[src/design/mspid_pkg.sv]
// ============================================================================
// mspid_pkg: shared constants and types for the motor speed/position PID
// Widths of the item fields, register indexes, loop mode codes and the
// sizing of the shared multiplier, accumulator and divider.
// ============================================================================
package mspid_pkg;

  // Control constants
  localparam int ERROR_LIMIT    = 100000;
  localparam int GAIN_FRAC_BITS = 8;
  localparam int SPEED_SCALE    = 6000;

  // Field widths
  localparam int DELTA_W    = 21;
  localparam int WORD_W     = 32;
  localparam int DUTY_W     = 16;
  localparam int GAIN_W     = 16;
  localparam int PPR_W      = 16;
  localparam int CFG_IDX_W  = 3;
  localparam int CFG_DATA_W = 32;

  // Datapath widths
  localparam int MUL_B_W = WORD_W + 1;            // 33-bit signed operand
  localparam int PROD_W  = GAIN_W + MUL_B_W;      // 49-bit product
  localparam int ACC_W   = PROD_W + 1;            // sum of three products
  localparam int SCL_W   = ACC_W - GAIN_FRAC_BITS;
  localparam int DUTY_SUM_W = SCL_W + 1;

  // Divider sizing: dividend is |delta * 6000| < 2^33
  localparam int DIV_N_W   = WORD_W + 1;
  localparam int DIV_STEPS = DIV_N_W;
  localparam int DIV_CNT_W = $clog2(DIV_STEPS);

  // Loop mode codes
  typedef logic [1:0] mode_t;
  localparam mode_t MODE_NONE  = 2'd0;
  localparam mode_t MODE_SPEED = 2'd1;
  localparam mode_t MODE_POS   = 2'd2;

  // Register indexes
  typedef logic [CFG_IDX_W-1:0] cfg_idx_t;
  localparam cfg_idx_t REG_LOOP_MODE  = 3'd0;
  localparam cfg_idx_t REG_PPR        = 3'd1;
  localparam cfg_idx_t REG_TARGET     = 3'd2;
  localparam cfg_idx_t REG_GAIN_ONE   = 3'd3;
  localparam cfg_idx_t REG_GAIN_TWO   = 3'd4;
  localparam cfg_idx_t REG_GAIN_THREE = 3'd5;
  localparam cfg_idx_t REG_DUTY_MAX   = 3'd6;
  localparam cfg_idx_t REG_DEADBAND   = 3'd7;

endpackage

[src/design/mspid_ifs.sv]
// ============================================================================
// mspid interfaces: valid/ready channels for input and result items
// One interface per channel, each with a source and a sink modport.
// ============================================================================
interface mspid_in_if;
  logic                                     valid;
  logic                                     ready;
  logic signed [mspid_pkg::DELTA_W-1:0]     count_delta;

  modport source (output valid, output count_delta, input ready);
  modport sink   (input valid, input count_delta, output ready);
endinterface

interface mspid_out_if;
  logic                                     valid;
  logic                                     ready;
  logic        [mspid_pkg::DUTY_W-1:0]      duty;
  logic signed [mspid_pkg::WORD_W-1:0]      speed;
  logic signed [mspid_pkg::WORD_W-1:0]      position;
  logic signed [mspid_pkg::WORD_W-1:0]      error_used;

  modport source (output valid, output duty, output speed, output position,
                  output error_used, input ready);
  modport sink   (input valid, input duty, input speed, input position,
                  input error_used, output ready);
endinterface

[src/design/mspid_div.sv]
// ============================================================================
// mspid_div: restoring divider, one quotient bit per cycle
// Unsigned 33-bit dividend by 16-bit divisor; done pulses after the last step.
// ============================================================================
module mspid_div (
  input  logic                             clk,
  input  logic                             rst_n,
  input  logic                             start,
  input  logic [mspid_pkg::DIV_N_W-1:0]    dividend,
  input  logic [mspid_pkg::PPR_W-1:0]      divisor,
  output logic                             done,
  output logic [mspid_pkg::DIV_N_W-1:0]    quotient
);

  logic                                busy_r;
  logic                                done_r;
  logic [mspid_pkg::DIV_CNT_W-1:0]     cnt_r;
  logic [mspid_pkg::PPR_W-1:0]         rem_r;
  logic [mspid_pkg::PPR_W-1:0]         dvs_r;
  logic [mspid_pkg::DIV_N_W-1:0]       quo_r;

  logic [mspid_pkg::PPR_W:0]           rem_sh;
  logic [mspid_pkg::PPR_W:0]           rem_diff;
  logic                                take;

  assign rem_sh   = {rem_r, quo_r[mspid_pkg::DIV_N_W-1]};
  assign take     = (rem_sh >= {1'b0, dvs_r});
  assign rem_diff = rem_sh - {1'b0, dvs_r};

  always_ff @(posedge clk) begin
    if (!rst_n) begin
      busy_r <= 1'b0;
      done_r <= 1'b0;
      cnt_r  <= '0;
    end else begin
      done_r <= 1'b0;
      if (start) begin
        busy_r <= 1'b1;
        cnt_r  <= '0;
      end else if (busy_r) begin
        if (cnt_r == mspid_pkg::DIV_CNT_W'(mspid_pkg::DIV_STEPS - 1)) begin
          busy_r <= 1'b0;
          done_r <= 1'b1;
        end
        cnt_r <= cnt_r + 1'b1;
      end
    end
  end

  always_ff @(posedge clk) begin
    if (start) begin
      quo_r <= dividend;
      rem_r <= '0;
      dvs_r <= divisor;
    end else if (busy_r) begin
      // shift one dividend bit in, subtract when it fits
      rem_r <= take ? rem_diff[mspid_pkg::PPR_W-1:0] : rem_sh[mspid_pkg::PPR_W-1:0];
      quo_r <= {quo_r[mspid_pkg::DIV_N_W-2:0], take};
    end
  end

  assign done     = done_r;
  assign quotient = quo_r;

endmodule

[src/design/motor_speed_position_pid.sv]
// ============================================================================
// motor_speed_position_pid: speed and position PID for one motor channel
// Derives speed and position from the encoder count change of each control
// period and runs an incremental (speed) or positional (position) PID.
// ============================================================================
// Flow: one item at a time; a new input is accepted only in idle, after the
//   previous result has been loaded, so a stalled result holds the sequencer.
//   Speed uses the 33-step divider; one 16x33 multiplier is shared.
// Reset (rst_n, synchronous, active low): registers go to their reset values,
//   duty, error history, error sum and position clear; no result is pending.
module motor_speed_position_pid (
  input  logic                                clk,
  input  logic                                rst_n,
  mspid_in_if.sink                            in_ch,
  mspid_out_if.source                         out_ch,
  input  logic                                cfg_we,
  input  logic [mspid_pkg::CFG_IDX_W-1:0]     cfg_index,
  input  logic [mspid_pkg::CFG_DATA_W-1:0]    cfg_wdata
);

  // Sequencer states, one-hot
  typedef enum logic [12:0] {
    ST_IDLE     = 13'b0_0000_0000_0001,
    ST_SPD_MUL  = 13'b0_0000_0000_0010,
    ST_DIV_GO   = 13'b0_0000_0000_0100,
    ST_DIV_WAIT = 13'b0_0000_0000_1000,
    ST_ERR      = 13'b0_0000_0001_0000,
    ST_LIM      = 13'b0_0000_0010_0000,
    ST_SUM      = 13'b0_0000_0100_0000,
    ST_M1       = 13'b0_0000_1000_0000,
    ST_M2       = 13'b0_0001_0000_0000,
    ST_M3       = 13'b0_0010_0000_0000,
    ST_SCL      = 13'b0_0100_0000_0000,
    ST_CLP      = 13'b0_1000_0000_0000,
    ST_OUT      = 13'b1_0000_0000_0000
  } state_t;

  localparam logic [mspid_pkg::DIV_N_W-1:0] Q_POS_MAX = 33'h0_7FFF_FFFF;
  localparam logic [mspid_pkg::DIV_N_W-1:0] Q_NEG_MAX = 33'h0_8000_0000;
  localparam logic signed [mspid_pkg::ACC_W-1:0] FRAC_MASK =
    mspid_pkg::ACC_W'((1 << mspid_pkg::GAIN_FRAC_BITS) - 1);

  // Configuration registers
  mspid_pkg::mode_t                           mode_r;
  logic        [mspid_pkg::PPR_W-1:0]         ppr_r;
  logic signed [mspid_pkg::WORD_W-1:0]        target_r;
  logic signed [mspid_pkg::GAIN_W-1:0]        g1_r;
  logic signed [mspid_pkg::GAIN_W-1:0]        g2_r;
  logic signed [mspid_pkg::GAIN_W-1:0]        g3_r;
  logic        [mspid_pkg::DUTY_W-1:0]        dmax_r;
  logic        [mspid_pkg::DUTY_W-1:0]        dband_r;

  // Controller state
  logic        [mspid_pkg::DUTY_W-1:0]        duty_r;
  logic signed [mspid_pkg::WORD_W-1:0]        last_r;
  logic signed [mspid_pkg::WORD_W-1:0]        prior_r;
  logic signed [mspid_pkg::WORD_W-1:0]        sum_r;
  logic signed [mspid_pkg::WORD_W-1:0]        pos_r;

  // Working registers
  state_t                                     state_r, state_nxt;
  logic signed [mspid_pkg::MUL_B_W-1:0]       delta_r;
  logic signed [mspid_pkg::ACC_W-1:0]         acc_r;
  logic                                       spd_neg_r;
  logic signed [mspid_pkg::WORD_W-1:0]        speed_r;
  logic signed [mspid_pkg::MUL_B_W-1:0]       ediff_r;
  logic signed [mspid_pkg::WORD_W-1:0]        err_r;
  logic signed [mspid_pkg::SCL_W-1:0]         scaled_r;

  // Result register
  logic                                       out_valid_r;
  logic        [mspid_pkg::DUTY_W-1:0]        out_duty_r;
  logic signed [mspid_pkg::WORD_W-1:0]        out_speed_r;
  logic signed [mspid_pkg::WORD_W-1:0]        out_pos_r;
  logic signed [mspid_pkg::WORD_W-1:0]        out_err_r;

  // Shared multiplier
  logic signed [mspid_pkg::GAIN_W-1:0]        mul_a;
  logic signed [mspid_pkg::MUL_B_W-1:0]       mul_b;
  logic signed [mspid_pkg::PROD_W-1:0]        prod;

  // Divider hookup
  logic                                       div_start;
  logic                                       div_done;
  logic        [mspid_pkg::DIV_N_W-1:0]       div_dividend;
  logic        [mspid_pkg::PPR_W-1:0]         div_divisor;
  logic        [mspid_pkg::DIV_N_W-1:0]       div_quo;

  // Misc combinational
  logic                                       in_fire;
  logic                                       out_free;
  logic                                       loop_on;
  logic                                       is_speed;
  logic signed [mspid_pkg::ACC_W-1:0]         acc_neg;
  logic signed [mspid_pkg::ACC_W-1:0]         acc_bias;
  logic signed [mspid_pkg::WORD_W-1:0]        meas;
  logic        [mspid_pkg::MUL_B_W-1:0]       emag;
  logic signed [mspid_pkg::MUL_B_W-1:0]       sum_wide;
  logic signed [mspid_pkg::DUTY_SUM_W-1:0]    duty_sum;
  logic signed [mspid_pkg::DUTY_SUM_W-1:0]    dmax_ext;

  assign in_fire  = in_ch.valid && in_ch.ready;
  assign out_free = !out_valid_r || out_ch.ready;
  assign loop_on  = (mode_r == mspid_pkg::MODE_SPEED) || (mode_r == mspid_pkg::MODE_POS);
  assign is_speed = (mode_r == mspid_pkg::MODE_SPEED);

  // ---------------------------------------------------------------------------
  // Configuration writes
  // ---------------------------------------------------------------------------
  always_ff @(posedge clk) begin
    if (!rst_n) begin
      mode_r   <= mspid_pkg::MODE_NONE;
      ppr_r    <= mspid_pkg::PPR_W'(1);
      target_r <= '0;
      g1_r     <= '0;
      g2_r     <= '0;
      g3_r     <= '0;
      dmax_r   <= '0;
      dband_r  <= '0;
    end else if (cfg_we) begin
      unique case (cfg_index)
        mspid_pkg::REG_LOOP_MODE:  mode_r   <= cfg_wdata[1:0];
        mspid_pkg::REG_PPR:        ppr_r    <= cfg_wdata[mspid_pkg::PPR_W-1:0];
        mspid_pkg::REG_TARGET:     target_r <= cfg_wdata;
        mspid_pkg::REG_GAIN_ONE:   g1_r     <= cfg_wdata[mspid_pkg::GAIN_W-1:0];
        mspid_pkg::REG_GAIN_TWO:   g2_r     <= cfg_wdata[mspid_pkg::GAIN_W-1:0];
        mspid_pkg::REG_GAIN_THREE: g3_r     <= cfg_wdata[mspid_pkg::GAIN_W-1:0];
        mspid_pkg::REG_DUTY_MAX:   dmax_r   <= cfg_wdata[mspid_pkg::DUTY_W-1:0];
        mspid_pkg::REG_DEADBAND:   dband_r  <= cfg_wdata[mspid_pkg::DUTY_W-1:0];
        default: ;
      endcase
    end
  end

  // ---------------------------------------------------------------------------
  // Shared multiplier: operand select by state
  //   speed scaling  : delta * 6000
  //   speed loop     : g1*e, g2*(-last), g3*prior
  //   position loop  : g1*e, g2*sum,     g3*(e - last)
  // ---------------------------------------------------------------------------
  always_comb begin
    mul_a = g1_r;
    mul_b = mspid_pkg::MUL_B_W'(err_r);
    case (state_r)
      ST_SPD_MUL: begin
        mul_a = mspid_pkg::GAIN_W'(mspid_pkg::SPEED_SCALE);
        mul_b = delta_r;
      end
      ST_M2: begin
        mul_a = g2_r;
        mul_b = is_speed ? -mspid_pkg::MUL_B_W'(last_r) : mspid_pkg::MUL_B_W'(sum_r);
      end
      ST_M3: begin
        mul_a = g3_r;
        mul_b = is_speed ? mspid_pkg::MUL_B_W'(prior_r)
                         : mspid_pkg::MUL_B_W'(err_r) - mspid_pkg::MUL_B_W'(last_r);
      end
      default: ;
    endcase
  end

  assign prod = mul_a * mul_b;

  // ---------------------------------------------------------------------------
  // Speed divider: |delta*6000| / ppr, zero ppr treated as one
  // ---------------------------------------------------------------------------
  assign acc_neg      = -acc_r;
  assign div_start    = (state_r == ST_DIV_GO);
  assign div_dividend = acc_r[mspid_pkg::ACC_W-1] ? acc_neg[mspid_pkg::DIV_N_W-1:0]
                                                  : acc_r[mspid_pkg::DIV_N_W-1:0];
  assign div_divisor  = (ppr_r == '0) ? mspid_pkg::PPR_W'(1) : ppr_r;

  mspid_div u_div (
    .clk      (clk),
    .rst_n    (rst_n),
    .start    (div_start),
    .dividend (div_dividend),
    .divisor  (div_divisor),
    .done     (div_done),
    .quotient (div_quo)
  );

  // ---------------------------------------------------------------------------
  // Error, sum, scaling and clamp helpers
  // ---------------------------------------------------------------------------
  assign meas     = is_speed ? speed_r : pos_r;
  assign emag     = ediff_r[mspid_pkg::MUL_B_W-1] ? -ediff_r : ediff_r;
  assign sum_wide = mspid_pkg::MUL_B_W'(sum_r) + mspid_pkg::MUL_B_W'(err_r);
  // bias negatives so the shift truncates toward zero
  assign acc_bias = acc_r + (acc_r[mspid_pkg::ACC_W-1] ? FRAC_MASK : '0);
  assign dmax_ext = signed'(mspid_pkg::DUTY_SUM_W'(dmax_r));
  assign duty_sum = mspid_pkg::DUTY_SUM_W'(scaled_r)
                  + (is_speed ? signed'(mspid_pkg::DUTY_SUM_W'(duty_r)) : '0);

  // ---------------------------------------------------------------------------
  // Sequencer
  // ---------------------------------------------------------------------------
  always_comb begin
    state_nxt = state_r;
    unique case (state_r)
      ST_IDLE:     if (in_fire) state_nxt = ST_SPD_MUL;
      ST_SPD_MUL:  state_nxt = ST_DIV_GO;
      ST_DIV_GO:   state_nxt = ST_DIV_WAIT;
      ST_DIV_WAIT: if (div_done) state_nxt = ST_ERR;
      ST_ERR:      state_nxt = loop_on ? ST_LIM : ST_OUT;
      ST_LIM:      state_nxt = ST_SUM;
      ST_SUM:      state_nxt = ST_M1;
      ST_M1:       state_nxt = ST_M2;
      ST_M2:       state_nxt = ST_M3;
      ST_M3:       state_nxt = ST_SCL;
      ST_SCL:      state_nxt = ST_CLP;
      ST_CLP:      state_nxt = ST_OUT;
      ST_OUT:      if (out_free) state_nxt = ST_IDLE;
      default:     state_nxt = ST_IDLE;
    endcase
  end

  always_ff @(posedge clk) begin
    if (!rst_n) begin
      state_r <= ST_IDLE;
    end else begin
      state_r <= state_nxt;
    end
  end

  // ---------------------------------------------------------------------------
  // Controller state: duty, error history, error sum, position
  // ---------------------------------------------------------------------------
  always_ff @(posedge clk) begin
    if (!rst_n) begin
      duty_r  <= '0;
      last_r  <= '0;
      prior_r <= '0;
      sum_r   <= '0;
      pos_r   <= '0;
    end else begin
      // accumulate position with wrap on accept
      if (in_fire) begin
        pos_r <= pos_r + mspid_pkg::WORD_W'(in_ch.count_delta);
      end
      // saturate the error sum in the position loop
      if (state_r == ST_SUM && mode_r == mspid_pkg::MODE_POS) begin
        if (sum_wide[mspid_pkg::MUL_B_W-1] != sum_wide[mspid_pkg::WORD_W-1]) begin
          sum_r <= sum_wide[mspid_pkg::MUL_B_W-1] ? 32'sh8000_0000 : 32'sh7FFF_FFFF;
        end else begin
          sum_r <= sum_wide[mspid_pkg::WORD_W-1:0];
        end
      end
      // clamp to 0..duty_max and shift the error history
      if (state_r == ST_CLP) begin
        if (duty_sum[mspid_pkg::DUTY_SUM_W-1]) begin
          duty_r <= '0;
        end else if (duty_sum > dmax_ext) begin
          duty_r <= dmax_r;
        end else begin
          duty_r <= duty_sum[mspid_pkg::DUTY_W-1:0];
        end
        prior_r <= last_r;
        last_r  <= err_r;
      end
    end
  end

  // ---------------------------------------------------------------------------
  // Datapath working registers
  // ---------------------------------------------------------------------------
  always_ff @(posedge clk) begin
    if (in_fire) begin
      delta_r <= mspid_pkg::MUL_B_W'(in_ch.count_delta);
    end
    case (state_r)
      ST_SPD_MUL: acc_r <= mspid_pkg::ACC_W'(prod);
      ST_DIV_GO:  spd_neg_r <= acc_r[mspid_pkg::ACC_W-1];
      ST_DIV_WAIT: begin
        // truncated quotient, saturated to 32 bits
        if (spd_neg_r) begin
          speed_r <= (div_quo > Q_NEG_MAX) ? 32'sh8000_0000
                                           : -signed'(div_quo[mspid_pkg::WORD_W-1:0]);
        end else begin
          speed_r <= (div_quo > Q_POS_MAX) ? 32'sh7FFF_FFFF
                                           : signed'(div_quo[mspid_pkg::WORD_W-1:0]);
        end
      end
      ST_ERR: begin
        ediff_r <= mspid_pkg::MUL_B_W'(target_r) - mspid_pkg::MUL_B_W'(meas);
        if (!loop_on) err_r <= '0;
      end
      ST_LIM: begin
        // drop errors beyond the limit or inside the deadband
        if (emag > mspid_pkg::MUL_B_W'(mspid_pkg::ERROR_LIMIT) ||
            emag < mspid_pkg::MUL_B_W'(dband_r)) begin
          err_r <= '0;
        end else begin
          err_r <= ediff_r[mspid_pkg::WORD_W-1:0];
        end
      end
      ST_M1:      acc_r <= mspid_pkg::ACC_W'(prod);
      ST_M2:      acc_r <= acc_r + mspid_pkg::ACC_W'(prod);
      ST_M3:      acc_r <= acc_r + mspid_pkg::ACC_W'(prod);
      ST_SCL:     scaled_r <= mspid_pkg::SCL_W'(acc_bias >>> mspid_pkg::GAIN_FRAC_BITS);
      default: ;
    endcase
  end

  // ---------------------------------------------------------------------------
  // Result register: load in ST_OUT once the previous item has left
  // ---------------------------------------------------------------------------
  always_ff @(posedge clk) begin
    if (!rst_n) begin
      out_valid_r <= 1'b0;
    end else if (state_r == ST_OUT && out_free) begin
      out_valid_r <= 1'b1;
    end else if (out_ch.ready) begin
      out_valid_r <= 1'b0;
    end
  end

  always_ff @(posedge clk) begin
    if (state_r == ST_OUT && out_free) begin
      out_duty_r  <= duty_r;
      out_speed_r <= speed_r;
      out_pos_r   <= pos_r;
      out_err_r   <= err_r;
    end
  end

  assign in_ch.ready       = (state_r == ST_IDLE);
  assign out_ch.valid      = out_valid_r;
  assign out_ch.duty       = out_duty_r;
  assign out_ch.speed      = out_speed_r;
  assign out_ch.position   = out_pos_r;
  assign out_ch.error_used = out_err_r;

endmodule

[src/flat_wrapper.sv]
// flat-port wrapper written by rule: the top's interface ports become plain ports
module motor_speed_position_pid_flat 
  (clk, rst_n, cfg_we, cfg_index, cfg_wdata, in_ch_valid, in_ch_count_delta, in_ch_ready, out_ch_valid, out_ch_duty, out_ch_speed, out_ch_position, out_ch_error_used, out_ch_ready);
  mspid_in_if in_ch_i ();
  mspid_out_if out_ch_i ();
  input  logic clk;
  input  logic rst_n;
  input  logic cfg_we;
  input  logic [mspid_pkg::CFG_IDX_W-1:0] cfg_index;
  input  logic [mspid_pkg::CFG_DATA_W-1:0] cfg_wdata;
  input wire logic [$bits(in_ch_i.valid)-1:0] in_ch_valid;
  input wire logic [$bits(in_ch_i.count_delta)-1:0] in_ch_count_delta;
  output wire logic [$bits(in_ch_i.ready)-1:0] in_ch_ready;
  output wire logic [$bits(out_ch_i.valid)-1:0] out_ch_valid;
  output wire logic [$bits(out_ch_i.duty)-1:0] out_ch_duty;
  output wire logic [$bits(out_ch_i.speed)-1:0] out_ch_speed;
  output wire logic [$bits(out_ch_i.position)-1:0] out_ch_position;
  output wire logic [$bits(out_ch_i.error_used)-1:0] out_ch_error_used;
  input wire logic [$bits(out_ch_i.ready)-1:0] out_ch_ready;
  assign in_ch_i.valid = in_ch_valid;
  assign in_ch_i.count_delta = in_ch_count_delta;
  assign in_ch_ready = in_ch_i.ready;
  assign out_ch_valid = out_ch_i.valid;
  assign out_ch_duty = out_ch_i.duty;
  assign out_ch_speed = out_ch_i.speed;
  assign out_ch_position = out_ch_i.position;
  assign out_ch_error_used = out_ch_i.error_used;
  assign out_ch_i.ready = out_ch_ready;
  motor_speed_position_pid u_core (.clk(clk), .rst_n(rst_n), .in_ch(in_ch_i), .out_ch(out_ch_i), .cfg_we(cfg_we), .cfg_index(cfg_index), .cfg_wdata(cfg_wdata));
endmodule
[config.mk]
export PLATFORM = sky130hd
export DESIGN_NAME = motor_speed_position_pid_flat
export DESIGN_NICKNAME = d
export VERILOG_FILES = /design/src/design/mspid_pkg.sv /design/src/design/mspid_ifs.sv /design/src/design/mspid_div.sv /design/src/design/motor_speed_position_pid.sv /design/src/flat_wrapper.sv
export SDC_FILE = /design/constraint.sdc
export NUM_CORES = 2
export LEC_CHECK = 0
export BUFFER_PORTS_ARGS = -buffer_cell sky130_fd_sc_hd__buf_2
export CAP_MARGIN = 20
export CORE_MARGIN = 4
export CORE_UTILIZATION = 58
export DETAILED_ROUTE_END_ITERATION = 6
export GPL_TIMING_DRIVEN = 0
export PLACE_DENSITY = 0.88
export RECOVER_POWER = 100
export REMOVE_ABC_BUFFERS = 1
export SETUP_SLACK_MARGIN = 0.5
export SLEW_MARGIN = 30
export SYNTH_ARGS = -nofsm -noshare
export SYNTH_HDL_FRONTEND = slang
export SYNTH_HIERARCHICAL = 1
export SYNTH_SLANG_ARGS = --single-unit
[constraint.sdc]
create_clock -name clk -period 10.4 [get_ports clk]
set_input_delay 1.56 -clock clk [delete_from_list [all_inputs] [get_ports clk]]
set_output_delay 1.56 -clock clk [all_outputs]
set_load 0.02 [all_outputs]
==> flow_summary.yaml <==
setup_path:
  rrSetupSlack_ns: -1.51
  startpoint_type: "flop"
  cp_common_cell: "buf_4"
  worst_r2r_endpoint: "u_core/acc_r[46]$_DFFE_PP_"
  slowest_stage: "fa_1"
  critical_path_required_ns: 10.82
  path_buf_inv: 14
  max_stage_delay_ns: 0.57
  arrival_ns: 12.33
  endpoint_kind: "flop"
  r2r_cells: 55
  path_class: "reg2reg"
  startpoint: "u_core/err_r[0]$_SDFFCE_PP0P_"
  reg2reg_from: "u_core/err_r[0]$_SDFFCE_PP0P_"
  cp_max_fo: 6
  crit_family: "adder cells"
global_route:
  grt_remaining_overflow: 0
  grt_pass1_wl_um: 298900
  grt_max_degree: 115
  grt_pass1_vias: 53770
  antenna_found_initial: 12
  grt_usage_pct: 35.14
yosys:
  synth_top_area_share_pct: 18.73
  synth_flop_cell: "edfxtp_1"
  synth_cell_types: 86
  synthAdderAreaFrac_pct: 25.24
  yosysTopAreaCell: "edfxtp_1"
  ys_ff_latch: 684
  synthMuxAreaShare_pct: 2.717
  synth_xor_area_share_pct: 5.037
  synth_top_family_by_area: "adder cells"
  yosysSeqAreaShare_pct: 29.20
  synth_compound_area_share_pct: 14.59
  synth_area_per_cell_um2: 8.848
  yosys-top-cells-area: "edfxtp_1 19%, fa_1 17%, dfxtp_1 10%, ha_1 7.9%, nand2_1 6.3%"
  synth_edf_count: 372
  syn_inst: 6740
  async_flop_share_pct: 0
  netlist_area_um2: 59640
  synth_simple_gate_area_share_pct: 16.53
  ys_warn_count: 6
cts:
  htreeDepth: 3
  cts_tree: "done"
  clk_pin_slew_worst_paths_ns: 0.06
  ctsLongestPathBuffers: 3
  cts.root.buffer_cell: "clkbuf_16"
  cts.sinks: 684
  cts_buffers: 73
  worstSkewPairLatency_ns: 0.68
power:
  p_total_uw: 26600
  p_leak_uw: 0.02845
  power.density_nw_per_um2: 390.5
  ir_drop_mv: 0.5611
timing:
  tightest_slew_ns: 4.721
  max_freq_ghz: 0.08397
  fin_crit_ns: 11.91
  relSlewSlack_pct: -214.8
  period_share_pct: 114.5
  rsz0062_at_grt: "true"
  fin_skew_ns: 0.04732
  setup_viol: 28
  setup-tns-final_ns: -21.96
  hold_viol_final: 0
  slew_violations: 405
  fin_ws_ns: -1.509
finish:
  final_cell_count_no_fill: 8402
  nNetsFinal: 7911
  area_delta_synth_final_pct: 14.21
  final_cell_mix: "981 x nand2_1, 750 x inv_1, 500 x nor2_1"
  final_common_cell: "nand2_1"
  drive_gt1_share_pct: 12.58
  final_area_um2: 68110
job:
  drv_cap: 8
routing:
  initialDrtViolationCount: 8709
  detail_route.wl_per_cell_um: 24.67
  viasPerCell: 6.664
  totalWireLength_um: 207300
  antenna_left: 0
  drcViolationCount: 54
  first_pass_iters: 7
  num_vias: 55990
run_status:
  violations: "DRC, capacitance limit, slew limit, setup timing"
  status: "finished, violations left"
hold_path:
  min_path_cells: 0
  whs_endpoint: "u_core/out_ch.speed[24]$_DFFE_PP_"
  hp-start: "u_core/speed_r[24]$_DFFE_PP_"
  min_path_type: "reg2reg"
floorplan:
  ios: 175
  rows: 117
  coreArea_um2: 101900
  dieHeight_um: 328.7
  start_util_pct: 58.53
  die_w_um: 328.7
  die_area_um2: 108000
placed_design:
  io_buffers: 174
  placedCellCount: 8047
  gp_congestion: 0.9798
  placed_area_um2: 62230
  place_hpwl_um: 133500
==> registers in the layout (all words and copies together) (netlist names), 21 cells and up <==
register	flops
u_core/ediff_r	33
u_core/sum_r	32
u_core/out_ch.speed	32
u_core/err_r	32
u_core/last_r	32
u_core/out_ch.error_used	32
u_core/out_ch.position	32
u_core/target_r	32
u_core/prior_r	32
u_core/speed_r	32
u_core/acc_r	50
u_core/pos_r	32
u_core/scaled_r	42
u_core/delta_r	21
u_core/u_div/quotient	33
==> cell usage after synthesis (55+ instances only) <==
cell and n:
nand2_1 1000, edfxtp_1 372, nor2_1 534, a21o_1 143, inv_1 775, ha_1 375, nand3_1 109, o21ai_0 294
fa_1 508, xnor2_1 252, and2_1 78, dfxtp_1 312, clkbuf_1 256, a21oi_1 511, mux2_2 55, mux2i_1 100
nand4_1 56, nand2b_1 63, xor2_1 91, nor3_1 86
==> kinds of logic after synthesis <==
| kind of cell | after synthesis |
|---|---|
| DFF | 684 |
| adders and majority gates | 902 |
| xor gates and xnor gates | 343 |
| buffers and inverters | 1059 |
| AOI/OAI and AO/OA | 1397 |
| muxes | 155 |
| and+or+nand+nor | 2200 |
==> metal layers <==
metal	global-route usage [%]	vias up	share of wire (%)	routed length (µm)
met2	53.87	4888	43	88900
met3	11.20	1512	15	30760
li1	-	23240	-	-
met4	20.17	14	8.8	18290
met5	0	-	0.067	138
met1	43.93	26330	33	69220
==> worst reg2reg max path: cells and delay by family, from the launching register on <==
family / cells / cell delay [ns]
XOR/XNOR: 2 / 0.32
buffers and inverters: 14 / 1.59
multiplexers: 2 / 0.55
flip-flops: 1 / 0.45
AO/OA/AOI/OAI: 19 / 3.43
adder cells (fa/ha/maj): 10 / 4.31
AND/OR/NAND/NOR: 8 / 1.01
==> area by class of cell <==
| cell class | count | area (µm²) |
|---|---|---|
| multi-input combinational | 5000 | 40530 |
| fill | 6993 | 33780 |
| sequential | 684 | 17430 |
| timing repair buffer | 432 | 2954 |
| inverter | 776 | 2923 |
| clock buffer | 96 | 2058 |
| tap | 1368 | 1712 |
| clock inverter | 40 | 490.5 |
| antenna | 6 | 15.01 |
==> what timing repair did <==
action,in CTS,in global routing
gates resized for setup,293,201
endpoints found under the setup margin,37,34
gates cloned,2,1
pin swaps,154,104
setup buffers,132,76
hold buffers,0,0
==> worst max-delay path by stage <==
stage                                       to  cells past startpoint
global placement    u_core/acc_r[49]$_DFFE_PP_                     42
floorplan           u_core/acc_r[49]$_DFFE_PP_                     37
detailed placement  u_core/acc_r[49]$_DFFE_PP_                     42
global route        u_core/acc_r[47]$_DFFE_PP_                     49
finish              u_core/acc_r[46]$_DFFE_PP_                     55
CTS                 u_core/acc_r[48]$_DFFE_PP_                     49
==> metrics by stage <==
stage	utilization (%)	hold WS, ns	setup slack [ns]
6_report	66.85	0.4453	-1.509
5_1_grt	66.84	0.4702	-1.639
4_1_cts	65.93	0.4545	-0.5930
3_5_place_dp	61.07	0.4356	-3.343
3_3_place_gp	60.01	0.4323	-7.278
2_1_floorplan	-	0.4204	-2.472
==> where the power goes <==
| part | switching [µW] | internal, µW | total, µW |
|---|---|---|---|
| clock | 1190 | 1640 | 2830 |
| combinational | 11900 | 8400 | 20300 |
| sequential | 231 | 3280 | 3510 |
| total | 13300 | 13300 | 26600 |
Note: power is estimated with default switching activity, not from simulation.
